## config.mk

```make
export PLATFORM = sky130hd
export DESIGN_NAME = led_zone_status_renderer_top
export DESIGN_NICKNAME = d
export VERILOG_FILES = /design/src/design/lzsr_pkg.sv /design/src/design/lzsr_datapath.sv /design/src/design/lzsr_ctrl.sv /design/src/design/led_zone_status_renderer_top.sv
export VERILOG_INCLUDE_DIRS = /design/src /design/src/design
export SDC_FILE = /design/constraint.sdc
export NUM_CORES = 2
export LEC_CHECK = 0
export BUFFER_PORTS_ARGS = -buffer_cell sky130_fd_sc_hd__buf_4
export CORE_MARGIN = 10
export CORE_UTILIZATION = 30
export CTS_BUF_LIST = sky130_fd_sc_hd__clkbuf_2 sky130_fd_sc_hd__clkbuf_4 sky130_fd_sc_hd__clkbuf_8
export DETAILED_ROUTE_END_ITERATION = 10
export GPL_TIMING_DRIVEN = 1
export PLACE_DENSITY = 0.56
export SYNTH_ARGS = -nofsm -noshare
export SYNTH_HDL_FRONTEND = slang
export SYNTH_HIERARCHICAL = 1
export SYNTH_SLANG_ARGS = --single-unit
export TNS_END_PERCENT = 10
```

## constraint.sdc

```tcl
create_clock -name clk -period 8.1 [get_ports clk]
set_input_delay 0.405 -clock clk [delete_from_list [all_inputs] [get_ports clk]]
set_output_delay 0.405 -clock clk [all_outputs]
set_load 0.1 [all_outputs]
```

## src/design/led_zone_status_renderer_top_macros.svh

```systemverilog
// assertion macros used by the renderer controller
`ifndef LED_ZONE_STATUS_RENDERER_TOP_MACROS_SVH
`define LED_ZONE_STATUS_RENDERER_TOP_MACROS_SVH

// same-cycle implication, checked out of reset
`define LZSR_ASSERT_IMPL(lbl, ante, cons, msg) \
  lbl: assert property (@(posedge clk) disable iff (!rst_n) (ante) |-> (cons)) \
    else $error(msg);

// next-cycle implication, checked out of reset
`define LZSR_ASSERT_NEXT(lbl, ante, cons, msg) \
  lbl: assert property (@(posedge clk) disable iff (!rst_n) (ante) |=> (cons)) \
    else $error(msg);

`endif

```

## src/design/lzsr_pkg.sv

```systemverilog
// shared constants, codes and command struct of the led zone status renderer
package lzsr_pkg;

  localparam int unsigned ZONES      = 10;
  localparam int unsigned NUM_PIXELS = 256;
  localparam int unsigned PHASE_TOP  = 20;

  localparam int unsigned ZIDX_W = (ZONES > 1) ? $clog2(ZONES) : 1;
  localparam int unsigned CNT_W  = (ZIDX_W > 2) ? ZIDX_W : 2;

  // wipe test scale and fade divisor
  localparam int unsigned TWO_T   = 2 * PHASE_TOP;
  localparam int unsigned ON3_DEN = 10 * PHASE_TOP;
  // reciprocal of the fade divisor, exact for dividends below 2^17
  localparam int unsigned    RECIP_SHIFT = 26;
  localparam longint unsigned RECIP_MUL  =
    ((64'd1 << RECIP_SHIFT) + ON3_DEN - 1) / ON3_DEN;

  localparam logic [7:0] LED90_LEVEL = 8'd90;

  // input op codes
  localparam logic [1:0] OP_TICK   = 2'd0;
  localparam logic [1:0] OP_QUERY  = 2'd1;
  localparam logic [1:0] OP_BOUNDS = 2'd2;
  localparam logic [1:0] OP_MODE   = 2'd3;

  // zone modes; off and code 7 fall to the background color
  localparam logic [2:0] MODE_OFF      = 3'd0;
  localparam logic [2:0] MODE_ON       = 3'd1;
  localparam logic [2:0] MODE_ON2      = 3'd2;
  localparam logic [2:0] MODE_FAILED   = 3'd3;
  localparam logic [2:0] MODE_OK       = 3'd4;
  localparam logic [2:0] MODE_ON3      = 3'd5;
  localparam logic [2:0] MODE_UNSTABLE = 3'd6;

  // configuration register indexes
  localparam logic [2:0] CFG_MAX_INTENSITY = 3'd0;
  localparam logic [2:0] CFG_BG_RED        = 3'd1;
  localparam logic [2:0] CFG_BG_GREEN      = 3'd2;
  localparam logic [2:0] CFG_BG_BLUE       = 3'd3;
  localparam logic [2:0] CFG_BG_INTENSITY  = 3'd4;
  localparam logic [2:0] CFG_BG_START      = 3'd5;
  localparam logic [2:0] CFG_BG_END        = 3'd6;

  // scaling unit passes
  localparam logic [1:0] SCALE_RED   = 2'd0;
  localparam logic [1:0] SCALE_GREEN = 2'd1;
  localparam logic [1:0] SCALE_BLUE  = 2'd2;
  localparam logic [1:0] SCALE_LED90 = 2'd3;

  typedef struct packed {
    logic              tick;
    logic              wr_bounds;
    logic              wr_mode;
    logic              load_pix;
    logic              scale_en;
    logic [1:0]        scale_sel;
    logic              scan_en;
    logic              scan_first;
    logic [ZIDX_W-1:0] scan_zone;
    logic              load_out;
  } ctrl_cmd_t;

endpackage

```

## src/design/lzsr_datapath.sv

```systemverilog
// datapath: config and zone registers, scaling unit, fade pipeline, zone scan
module lzsr_datapath (
  input  logic                clk,
  input  logic                rst_n,
  input  lzsr_pkg::ctrl_cmd_t cmd,
  input  logic                cfg_we,
  input  logic [2:0]          cfg_index,
  input  logic [8:0]          cfg_wdata,
  input  logic [3:0]          in_zone_index,
  input  logic [7:0]          in_zone_first,
  input  logic [8:0]          in_zone_limit,
  input  logic [2:0]          in_zone_mode_in,
  input  logic [7:0]          in_pixel_index,
  output logic [7:0]          out_red,
  output logic [7:0]          out_green,
  output logic [7:0]          out_blue
);
  import lzsr_pkg::*;

  logic [7:0] max_int_r, bg_red_r, bg_green_r, bg_blue_r, bg_int_r, bg_start_r;
  logic [8:0] bg_end_r;

  logic [7:0] zone_lo_r   [ZONES];
  logic [8:0] zone_hi_r   [ZONES];
  logic [2:0] zone_mode_r [ZONES];
  logic [4:0] phase_r;
  logic       rising_r;
  logic       rising_nxt;
  logic [4:0] phase_nxt;
  logic       zone_ok;

  logic [7:0] pix_r;

  // shared scaling unit
  logic [7:0]  sc_a, sc_b;
  logic [15:0] sc_prod;
  logic [16:0] sc_sum;
  logic [7:0]  br_r, bgc_r, bb_r, led90_r;

  // fade level pipeline, runs every cycle
  logic [8:0]  p9;
  logic [16:0] num_r;
  logic [16:0] num_adj;
  logic [39:0] quot_r;
  logic [13:0] drop;
  logic [7:0]  on3_lvl_r;

  // scan stage one
  logic [7:0]  z_lo;
  logic [8:0]  z_hi;
  logic [8:0]  z_len;
  logic [7:0]  z_dlo;
  logic [8:0]  z_dhi;
  logic        z_hit;
  logic        s2_valid_r;
  logic        s2_hit_r;
  logic [2:0]  s2_mode_r;
  logic [13:0] s2_lit_r;
  logic [14:0] s2_dlo_r, s2_dhi_r;
  logic        s2_wipe;

  logic [7:0] acc_r_r, acc_g_r, acc_b_r;
  logic       in_bg;
  logic       in_strip;
  logic [7:0] out_red_r, out_green_r, out_blue_r;

  assign zone_ok = {1'b0, in_zone_index} < 5'(ZONES);

  always_comb begin
    if (phase_r >= 5'(PHASE_TOP)) begin
      rising_nxt = 1'b0;
    end else if (phase_r == 5'd0) begin
      rising_nxt = 1'b1;
    end else begin
      rising_nxt = rising_r;
    end
    phase_nxt = rising_nxt ? phase_r + 5'd1 : phase_r - 5'd1;
  end

  always_ff @(posedge clk) begin
    if (!rst_n) begin
      max_int_r  <= 8'd100;
      bg_red_r   <= 8'd255;
      bg_green_r <= 8'd255;
      bg_blue_r  <= 8'd170;
      bg_int_r   <= 8'd35;
      bg_start_r <= 8'd3;
      bg_end_r   <= 9'd247;
    end else if (cfg_we) begin
      case (cfg_index)
        CFG_MAX_INTENSITY: max_int_r  <= cfg_wdata[7:0];
        CFG_BG_RED:        bg_red_r   <= cfg_wdata[7:0];
        CFG_BG_GREEN:      bg_green_r <= cfg_wdata[7:0];
        CFG_BG_BLUE:       bg_blue_r  <= cfg_wdata[7:0];
        CFG_BG_INTENSITY:  bg_int_r   <= cfg_wdata[7:0];
        CFG_BG_START:      bg_start_r <= cfg_wdata[7:0];
        CFG_BG_END:        bg_end_r   <= cfg_wdata;
        default: ;
      endcase
    end
  end

  always_ff @(posedge clk) begin
    if (!rst_n) begin
      for (int z = 0; z < ZONES; z++) begin
        zone_lo_r[z]   <= '0;
        zone_hi_r[z]   <= '0;
        zone_mode_r[z] <= MODE_OFF;
      end
      phase_r  <= '0;
      rising_r <= 1'b0;
    end else begin
      if (cmd.wr_bounds && zone_ok) begin
        zone_lo_r[in_zone_index[ZIDX_W-1:0]] <= in_zone_first;
        zone_hi_r[in_zone_index[ZIDX_W-1:0]] <= in_zone_limit;
      end
      if (cmd.wr_mode && zone_ok) begin
        zone_mode_r[in_zone_index[ZIDX_W-1:0]] <= in_zone_mode_in;
      end
      if (cmd.tick) begin
        phase_r  <= phase_nxt;
        rising_r <= rising_nxt;
      end
    end
  end

  always_ff @(posedge clk) begin
    if (cmd.load_pix) begin
      pix_r <= in_pixel_index;
    end
  end

  // floor(a*b/255) as (x + x/256 + 1) / 256, exact for 8x8 products
  always_comb begin
    case (cmd.scale_sel)
      SCALE_RED:   begin sc_a = bg_red_r;    sc_b = bg_int_r;  end
      SCALE_GREEN: begin sc_a = bg_green_r;  sc_b = bg_int_r;  end
      SCALE_BLUE:  begin sc_a = bg_blue_r;   sc_b = bg_int_r;  end
      SCALE_LED90: begin sc_a = LED90_LEVEL; sc_b = max_int_r; end
      default:     begin sc_a = '0;          sc_b = '0;        end
    endcase
    sc_prod = sc_a * sc_b;
    sc_sum  = 17'(sc_prod) + 17'(sc_prod[15:8]) + 17'd1;
  end

  always_ff @(posedge clk) begin
    if (cmd.scale_en) begin
      case (cmd.scale_sel)
        SCALE_RED:   br_r    <= sc_sum[15:8];
        SCALE_GREEN: bgc_r   <= sc_sum[15:8];
        SCALE_BLUE:  bb_r    <= sc_sum[15:8];
        SCALE_LED90: led90_r <= sc_sum[15:8];
        default: ;
      endcase
    end
  end

  // fade: m - ceil(9*p*m / den), saturated at zero
  assign p9      = ({4'd0, phase_r} << 3) + {4'd0, phase_r};
  assign num_adj = num_r + 17'(ON3_DEN - 1);
  assign drop    = quot_r[RECIP_SHIFT +: 14];

  always_ff @(posedge clk) begin
    num_r     <= 17'(p9 * max_int_r);
    quot_r    <= 40'(num_adj) * 40'(23'(RECIP_MUL));
    on3_lvl_r <= (drop > 14'(max_int_r)) ? 8'd0 : max_int_r - drop[7:0];
  end

  // scan stage one: zone fetch, cover test, wipe operands
  always_comb begin
    z_lo  = zone_lo_r[cmd.scan_zone];
    z_hi  = zone_hi_r[cmd.scan_zone];
    z_len = z_hi - {1'b0, z_lo};
    z_dlo = pix_r - z_lo;
    z_dhi = z_hi - {1'b0, pix_r};
    z_hit = (z_lo != 8'd0 || z_hi != 9'd0) && (pix_r >= z_lo) && ({1'b0, pix_r} < z_hi);
  end

  always_ff @(posedge clk) begin
    if (!rst_n) begin
      s2_valid_r <= 1'b0;
    end else begin
      s2_valid_r <= cmd.scan_en;
    end
  end

  always_ff @(posedge clk) begin
    if (cmd.scan_en) begin
      s2_hit_r  <= z_hit;
      s2_mode_r <= zone_mode_r[cmd.scan_zone];
      s2_lit_r  <= 14'(z_len * phase_r);
      s2_dlo_r  <= 15'(z_dlo) * 15'(TWO_T);
      s2_dhi_r  <= 15'(z_dhi) * 15'(TWO_T);
    end
  end

  assign s2_wipe  = (s2_dlo_r < 15'(s2_lit_r)) || (s2_dhi_r < 15'(s2_lit_r));
  assign in_bg    = ({1'b0, pix_r} > {1'b0, bg_start_r}) && ({1'b0, pix_r} < bg_end_r);
  assign in_strip = 32'(pix_r) < NUM_PIXELS;

  // scan stage two: later zones overwrite earlier ones
  always_ff @(posedge clk) begin
    if (cmd.scan_first) begin
      acc_r_r <= in_bg ? br_r  : 8'd0;
      acc_g_r <= in_bg ? bgc_r : 8'd0;
      acc_b_r <= in_bg ? bb_r  : 8'd0;
    end else if (s2_valid_r && s2_hit_r) begin
      case (s2_mode_r)
        MODE_FAILED: begin
          acc_r_r <= max_int_r; acc_g_r <= 8'd0; acc_b_r <= 8'd0;
        end
        MODE_UNSTABLE: begin
          acc_r_r <= max_int_r; acc_g_r <= led90_r; acc_b_r <= 8'd0;
        end
        MODE_OK: begin
          acc_r_r <= 8'd0; acc_g_r <= max_int_r; acc_b_r <= 8'd0;
        end
        MODE_ON, MODE_ON2: begin
          acc_r_r <= 8'd0; acc_g_r <= 8'd0; acc_b_r <= s2_wipe ? max_int_r : 8'd0;
        end
        MODE_ON3: begin
          acc_r_r <= 8'd0; acc_g_r <= 8'd0; acc_b_r <= on3_lvl_r;
        end
        default: begin
          acc_r_r <= br_r; acc_g_r <= bgc_r; acc_b_r <= bb_r;
        end
      endcase
    end
  end

  always_ff @(posedge clk) begin
    if (cmd.load_out) begin
      out_red_r   <= in_strip ? acc_r_r : 8'd0;
      out_green_r <= in_strip ? acc_g_r : 8'd0;
      out_blue_r  <= in_strip ? acc_b_r : 8'd0;
    end
  end

  assign out_red   = out_red_r;
  assign out_green = out_green_r;
  assign out_blue  = out_blue_r;

endmodule

```

## src/design/lzsr_ctrl.sv

```systemverilog
// controller: op decode, query sequencing and output valid
`include "led_zone_status_renderer_top_macros.svh"

module lzsr_ctrl (
  input  logic                clk,
  input  logic                rst_n,
  input  logic                in_valid,
  output logic                in_ready,
  input  logic [1:0]          in_op,
  output logic                out_valid,
  input  logic                out_ready,
  output lzsr_pkg::ctrl_cmd_t cmd
);
  import lzsr_pkg::*;

  typedef enum logic [4:0] {
    S_IDLE  = 5'b00001,
    S_SCALE = 5'b00010,
    S_SCAN  = 5'b00100,
    S_DRAIN = 5'b01000,
    S_DONE  = 5'b10000
  } state_t;

  state_t           state_r, state_nxt;
  logic [CNT_W-1:0] cnt_r, cnt_nxt;
  logic             out_valid_r, out_valid_nxt;

  always_comb begin
    state_nxt = state_r;
    cnt_nxt   = cnt_r;
    cmd       = '0;
    in_ready  = 1'b0;
    case (state_r)
      S_IDLE: begin
        in_ready = 1'b1;
        if (in_valid) begin
          case (in_op)
            OP_TICK:   cmd.tick      = 1'b1;
            OP_BOUNDS: cmd.wr_bounds = 1'b1;
            OP_MODE:   cmd.wr_mode   = 1'b1;
            OP_QUERY: begin
              cmd.load_pix = 1'b1;
              cnt_nxt      = '0;
              state_nxt    = S_SCALE;
            end
            default: ;
          endcase
        end
      end
      S_SCALE: begin
        cmd.scale_en  = 1'b1;
        cmd.scale_sel = cnt_r[1:0];
        if (cnt_r[1:0] == SCALE_LED90) begin
          cnt_nxt   = '0;
          state_nxt = S_SCAN;
        end else begin
          cnt_nxt = cnt_r + 1'b1;
        end
      end
      S_SCAN: begin
        cmd.scan_en    = 1'b1;
        cmd.scan_zone  = cnt_r[ZIDX_W-1:0];
        cmd.scan_first = (cnt_r == '0);
        if (cnt_r == CNT_W'(ZONES - 1)) begin
          state_nxt = S_DRAIN;
        end else begin
          cnt_nxt = cnt_r + 1'b1;
        end
      end
      S_DRAIN: begin
        state_nxt = S_DONE;
      end
      S_DONE: begin
        // wait until the output register is free or being emptied
        if (!out_valid_r || out_ready) begin
          cmd.load_out = 1'b1;
          state_nxt    = S_IDLE;
        end
      end
      default: begin
        state_nxt = S_IDLE;
      end
    endcase

    if (cmd.load_out) begin
      out_valid_nxt = 1'b1;
    end else if (out_ready) begin
      out_valid_nxt = 1'b0;
    end else begin
      out_valid_nxt = out_valid_r;
    end
  end

  always_ff @(posedge clk) begin
    if (!rst_n) begin
      state_r     <= S_IDLE;
      cnt_r       <= '0;
      out_valid_r <= 1'b0;
    end else begin
      state_r     <= state_nxt;
      cnt_r       <= cnt_nxt;
      out_valid_r <= out_valid_nxt;
    end
  end

  assign out_valid = out_valid_r;

  `LZSR_ASSERT_IMPL(a_load_needs_room, cmd.load_out, (!out_valid_r || out_ready), "result overwrote a pending transfer")
  `LZSR_ASSERT_IMPL(a_scale_before_scan, cmd.scan_first, $past(cmd.scale_en && cmd.scale_sel == SCALE_LED90), "zone scan started before scaling finished")
  `LZSR_ASSERT_NEXT(a_query_blocks_input, (in_valid && in_ready && in_op == OP_QUERY), (state_r == S_SCALE && !in_ready), "query transfer did not start the render sequence")

endmodule

```

## src/design/led_zone_status_renderer_top.sv

```systemverilog
// Renders the color of one LED pixel from ten status zones over a background.
// Input channel (in_valid/in_ready) carries ops: tick advances the animation
// phase, set-bounds and set-mode write one zone, query asks for a pixel.
// Only a query produces a transfer on the result channel (out_valid/out_ready)
// with its red, green and blue levels; other ops complete in the cycle they
// are taken. A query is taken, then runs four passes through the shared
// 8x8 scaling multiplier (three background channels and the amber level),
// then a two-stage zone scan at one zone per cycle; the result register then
// loads and the next op is taken in the cycle after, so queries never overlap
// and other ops are taken one per cycle while no query runs. The output
// register holds a finished result while the receiver stalls; ops keep being
// taken meanwhile, and a following query waits at its final step until the
// register is free. Configuration writes via cfg_we, cfg_index and cfg_wdata
// take effect at once; the user must make them only while idle, and the block
// does not enforce it. Synchronous reset loads the register defaults, clears
// all zones to off, sets the phase to zero and empties the output register.
module led_zone_status_renderer_top (
  input  logic       clk,
  input  logic       rst_n,
  input  logic       cfg_we,
  input  logic [2:0] cfg_index,
  input  logic [8:0] cfg_wdata,
  input  logic       in_valid,
  output logic       in_ready,
  input  logic [1:0] in_op,
  input  logic [3:0] in_zone_index,
  input  logic [7:0] in_zone_first,
  input  logic [8:0] in_zone_limit,
  input  logic [2:0] in_zone_mode_in,
  input  logic [7:0] in_pixel_index,
  output logic       out_valid,
  input  logic       out_ready,
  output logic [7:0] out_red,
  output logic [7:0] out_green,
  output logic [7:0] out_blue
);
  import lzsr_pkg::*;

  ctrl_cmd_t cmd;

  lzsr_ctrl u_ctrl (
    .clk       (clk),
    .rst_n     (rst_n),
    .in_valid  (in_valid),
    .in_ready  (in_ready),
    .in_op     (in_op),
    .out_valid (out_valid),
    .out_ready (out_ready),
    .cmd       (cmd)
  );

  lzsr_datapath u_datapath (
    .clk             (clk),
    .rst_n           (rst_n),
    .cmd             (cmd),
    .cfg_we          (cfg_we),
    .cfg_index       (cfg_index),
    .cfg_wdata       (cfg_wdata),
    .in_zone_index   (in_zone_index),
    .in_zone_first   (in_zone_first),
    .in_zone_limit   (in_zone_limit),
    .in_zone_mode_in (in_zone_mode_in),
    .in_pixel_index  (in_pixel_index),
    .out_red         (out_red),
    .out_green       (out_green),
    .out_blue        (out_blue)
  );

endmodule

```

# After elaboration in Yosys (flattened, before gate mapping)
# Memories as Yosys holds them, arrays and structs flattened. A register that Yosys moved wholly into a read port is not among the register bits.
# Index checks and enable logic that the tools add are counted.
[totals]
elab_cells = 191
out_inout_bits = 26
regBits = 261
ramBits = 200
input_bits = 51
mem_count = 3
[classes]
n_mul = 6
n_eq_ne = 31
n_reduce_logical = 42
n_lt_le_gt_ge = 9
n_addsub = 11
mux = 58
[memory_table]
columns = ["name", "words", "word_bits", "rd", "rd_clocked_by_memory_dff", "wr", "line_no", "text"]
rows = [
  ["u_datapath.zone_hi_r", 10, 9, 1, 0, 10, "lzsr_datapath.sv:24", "logic [8:0] zone_hi_r [ZONES];"],
  ["u_datapath.zone_lo_r", 10, 8, 1, 0, 10, "lzsr_datapath.sv:23", "logic [7:0] zone_lo_r [ZONES];"],
  ["u_datapath.zone_mode_r", 10, 3, 1, 1, 10, "lzsr_datapath.sv:25", "logic [2:0] zone_mode_r [ZONES];"],
]
[op_table]
columns = ["cell", "n"]
rows = [
  ["8-bit 2-to-1 mux", 11],
  ["8-bit one-hot mux with 3 select lines", 2],
  ["17-bit by 19-bit multiplier with 36-bit output (second input constant)", 1],
  ["4-bit 2-to-1 mux", 9],
  ["8-bit one-hot mux with 2 select lines", 2],
  ["8-bit one-hot mux with 4 select lines", 1],
  ["5-bit 2-to-1 mux", 6],
  ["5-bit one-hot mux with 5 select lines", 1],
  ["2-bit AND reduction", 11],
  ["1-bit 2-to-1 mux", 21],
  ["3-bit == test (second input constant)", 6],
  ["8-bit by 9-bit < comparator with 1-bit output", 2],
  ["9-bit by 8-bit subtractor with 9-bit output", 2],
  ["17-bit by 8-bit adder with 17-bit output (second input constant)", 1],
  ["9-bit by 8-bit multiplier with 17-bit output", 1],
  ["16-bit by 1-bit adder with 16-bit output (second input constant)", 1],
  ["16-bit by 8-bit adder with 16-bit output", 1],
  ["8-bit by 8-bit multiplier with 16-bit output", 1],
  ["8-bit subtractor", 2],
  ["15-bit by 14-bit < comparator with 1-bit output", 1],
  ["14-bit < comparator", 1],
  ["9-bit by 5-bit multiplier with 14-bit output", 1],
  ["3-bit by 2-bit == test with 1-bit output (second input constant)", 4],
  ["9-bit by 3-bit multiplier with 12-bit output (second input constant)", 1],
  ["other kinds (43)", 67],
]

# Longest topological paths before layout
[depth]
depth_word = 10
ltp_mapped = 32
depth_no_buf = 28

# Cells and area by module
# Netlist, hierarchy kept.
[modules_own_cells]
columns = ["module", "instances", "cells_each", "area_each_um2"]
rows = [
  ["lzsr_datapath", 1, 3066, 35666.7],
  ["lzsr_ctrl", 1, 87, 711.9],
]

# Worst setup path before layout
# No wires, ideal clock.
[synth_timing]
path_type = "reg2reg"
from = "reg u_ctrl.state_r[3]"
to = "reg u_datapath.s2_lit_r[13] (data pin)"
synth_period_minus_slack_ns = 8.958
required_ns = 7.826
stages_incl_launch_ff = 28
setup_slack_ns = -0.858
path_buffers = 3
arrival_ns = 8.684
path_cell_list = "dfxtp_1 > buf_6 > or4b_1 > buf_2 > nor2_1 > and2_1 > clkbuf_1 > mux4_2 > inv_1 > ha_1 > nor2b_1 > o21ai_0 > a21boi_0 > o21ai_0 > a21boi_0 > o21ai_0 > a21boi_0 > or3b_2 > fa_1 > inv_1 > fa_1 > ha_1 > ha_1 > nand3_1 > nand2_1 > a41o_1 > o41ai_1 > xor2_1"
[synth_lines]
columns = ["item", "line_no", "text"]
rows = [
  ["start, declared", "lzsr_ctrl.sv:24", "state_t state_r, state_nxt;"],
  ["start signal, assigned", "lzsr_ctrl.sv:100", "state_r <= state_nxt;"],
  ["end signal, assigned", "lzsr_datapath.sv:191", "s2_lit_r <= 14'(z_len * phase_r);"],
  ["end, declared", "lzsr_datapath.sv:58", "logic [13:0] s2_lit_r;"],
]

==> results.md <==
- Status: finished, final reports clean
- FFs w/ async S/R, synth: 0%
- Tmin final: 7.66 ns
- CP Data Required Time: 8.51 ns
- FILL cells: 12100
- Mapped Cells: 3153
- Reg area: 15700 um2
- Die width: 368 um
- Worst-margin pin slew: 1.32 ns
- Final total power: 11.3 mW
- Final ANT Viol Nets: 0
- CP max-delay cell: or4b_4
- Leading cell type in the layout, fill and taps excluded: inv_1
- Area leader, netlist: edfxtp_1
- WL final: approximately 87000 um
- CTS buffer count: between 90 and 100
- PwrDens: 271 nW/um2
- Setup TNS Final: 0 ns
- Family with the most delay on the worst path: adder cells
- Worst hold-check path type: primary input to flip-flop
- Synth area leaders: edfxtp_1 (37%), ha_1 (12%), fa_1 (12%)
- Count of endpoints failing setup in the final report: 0
- Hold Vio Cnt, Final: 0
- Final cell count without fillers: 5114
- Via count: approximately 24000
- CP Cell Sequence: or4b_4 > nor3_4 > clkbuf_16 > mux4_2 > mux4_2 > inv_1 > ha_1 > inv_1 > fa_1 > xor2_1 > nand2_1 > fa_1 > fa_1 > fa_1 > inv_1 > ha_1 > a21o_1 > a21oi_1 > o21bai_1 > a21oi_1 > o21bai_1 > a21oi_1 > nor4bb_1 > a311o_1
- Crit end category: flip-flop
- Routed len/inst: 17.0 um
- CP Max Fanout: 21
- Total leakage power: 17.9 nW
- CP Data Arrival Time: around 8 ns
- Row count: 127
- First-pass GRT wire length: 138000 um
- CP dominant cell by count: fa_1
- 1st-iter DRT viols: 1689
- Post-synth top area share: 37.1%
- # IOs: 77
- GRT Util Overall: 12.7%
- DRC viols: 0
- Max VDD drop: 381 uV
- Hold wc startpoint: cfg_wdata[3]
- NumNets Final: ~4000
- Max-slew headroom: between 10% and 20%
- Placed Cells incl. Taps: 4926
- Period utilization: 94.5%
- P&R area growth vs syn: 14.6%
- Max cap viols: 0
- HPWL after detailed placement: 63400 um
- Ys Warns: 6
- Post-synthesis cell area: 36400 um2
- Setup crit start kind: flip-flop
- Average size of a mapped cell: 11.5 um2
- Layout cell share with drive strength beyond 1: 12.7%
- CP max stage delay: 0.57 ns
- Bufs and invs on worst path: 4
- Layout Utilization: 34.7%
- Footprint of the multi-input gates: 19100 um2
- Top FF cell, synth: edfxtp_1
- Largest net degree at the start of global routing: 96
- Worst r2r src: u_ctrl/state_r[2]$_SDFFE_PN0P_
- CTS tree: done
- Commonest non-fill, non-tap cells in the layout: inv_1 (460), edfxtp_1 (449), ha_1 (359)
- Post-synthesis sequential element count: 558
- Highest Clock Rate: 131 MHz
- R2R setup slack: ~0.44 ns
- Die Span Y: 368 um
- Sink Count: 558
- EDFF count, synth: roughly 450
- Reg clk slew, reported paths: 0.06 ns
- Clock Latency Late Sink: 0.74 ns
- Core area: between 100000 and 150000 um2
- Post-CTS Setup Bufs: 0
- Detail-routed via count per cell: 4.63
- H-tree depth: 3
- RD Place Congestion: 0.833
- Share of the yosys chip area belonging to registers: 43.1%
- Clock skew: 0.0723 ns
- Clock Root Buffer: clkbuf_8
- Overflow after GRT: 0
- First-pass iteration count of the detailed router: 6
- Vias in the first global route: 24500
- Initial Utilization: 30.3%
- Port bufs: between 70 and 80
- Die area: roughly 140000 um2
- Max clock buf depth: 3
- Slew Viols, Final: 0
- Worst Setup SP: u_ctrl/state_r[2]$_SDFFE_PN0P_
- Crit Path Class: flip-flop to flip-flop
- Library cells used by synthesis: 75
- Initial antenna violation count: 8
==> tightest hold or removal path, cell delays in order <==
cell and delay (ns):
buf_4 0.17, nand2_1 0.07, nand3_1 0.06
==> what timing repair did <==
action	CTS	global route
gates resized for setup	0	11
hold buffers	16	0
setup endpoints to repair	0	38
hold endpoints to repair	36	0
==> metal layers <==
metal | routed length (um) | track usage [%]
met2 | 40300 | 20.6
met4 | 1820 | 3.26
met3 | 5070 | 2.62
met5 | 82 | 0
met1 | 39900 | 17.3
==> flip-flops by register name (all words and copies together) (netlist names), 9 cells and up <==
signal                  count
u_datapath/zone_hi_r      144
u_datapath/zone_lo_r      128
u_datapath/zone_mode_r     48
u_datapath/num_r           17
u_datapath/s2_lit_r        14
u_datapath/s2_dhi_r        12
u_datapath/s2_dlo_r        11
u_datapath/quot_r          10
u_datapath/bg_end_r         9
==> worst paths after layout <==
path                                           endpoint  cells after the start
setup / recovery      u_datapath/s2_lit_r[12]$_DFFE_PP_                     24
setup reg to reg      u_datapath/s2_lit_r[12]$_DFFE_PP_                     24
hold / removal    u_datapath/bg_green_r[3]$_SDFFE_PN1P_                      3
hold reg to reg        u_datapath/out_blue[7]$_DFFE_PP_                      0
==> synthesized netlist by cell type (13+ instances only) <==
cell type,number
dfxtp_1,109
nand3_1,59
a21oi_1,82
nor3_1,31
a21o_1,30
xnor2_1,72
nand2b_1,17
and2_1,53
clkbuf_1,77
nand4_1,16
a21boi_0,31
a211oi_1,16
xor2_1,37
or2_2,14
nand2_1,268
o21ai_0,63
o211ai_1,27
fa_1,210
ha_1,359
inv_1,460
edfxtp_1,449
nor2_1,325
mux4_2,100
nor2b_1,39
and3_1,13
mux2i_1,16
o21a_1,13
==> stage by stage <==
step                cell area (um2)  hold WS [ns]  setup slack [ns]
global route                  41700        0.0381           -0.0256
CTS                           41600       0.00260             0.281
floorplan                     36800         0.400             0.477
finish                        41700        0.0698             0.442
detailed placement            39500         0.405             0.356
global placement              39500         0.403             0.400
==> power breakdown <==
group          switching [mW]  internal (mW)  total [mW]
sequential             0.0588           3.31        3.36
clock                    1.17           1.37        2.54
combinational            3.12           2.26        5.38
==> cell families after synthesis <==
family / synth area share [%]
and+or+nand+nor: 10.8
adders and majority gates: 23.9
DFF: 43.1
buffers and inverters: 5.84
AOI/OAI and AO/OA: 6.85
muxes: 6.82
xor gates and xnor gates: 2.69
other: 0.0103
==> area by class of cell <==
cell class	count	area share [%]
sequential	558	37.6
multi-input combinational	2159	45.9
tap	1612	4.84
timing repair buffer	154	2.98
antenna	1	0.00600
clock buffer	136	3.91
inverter	460	4.14
clock inverter	34	0.661
Power figures use the tool's default switching activity.
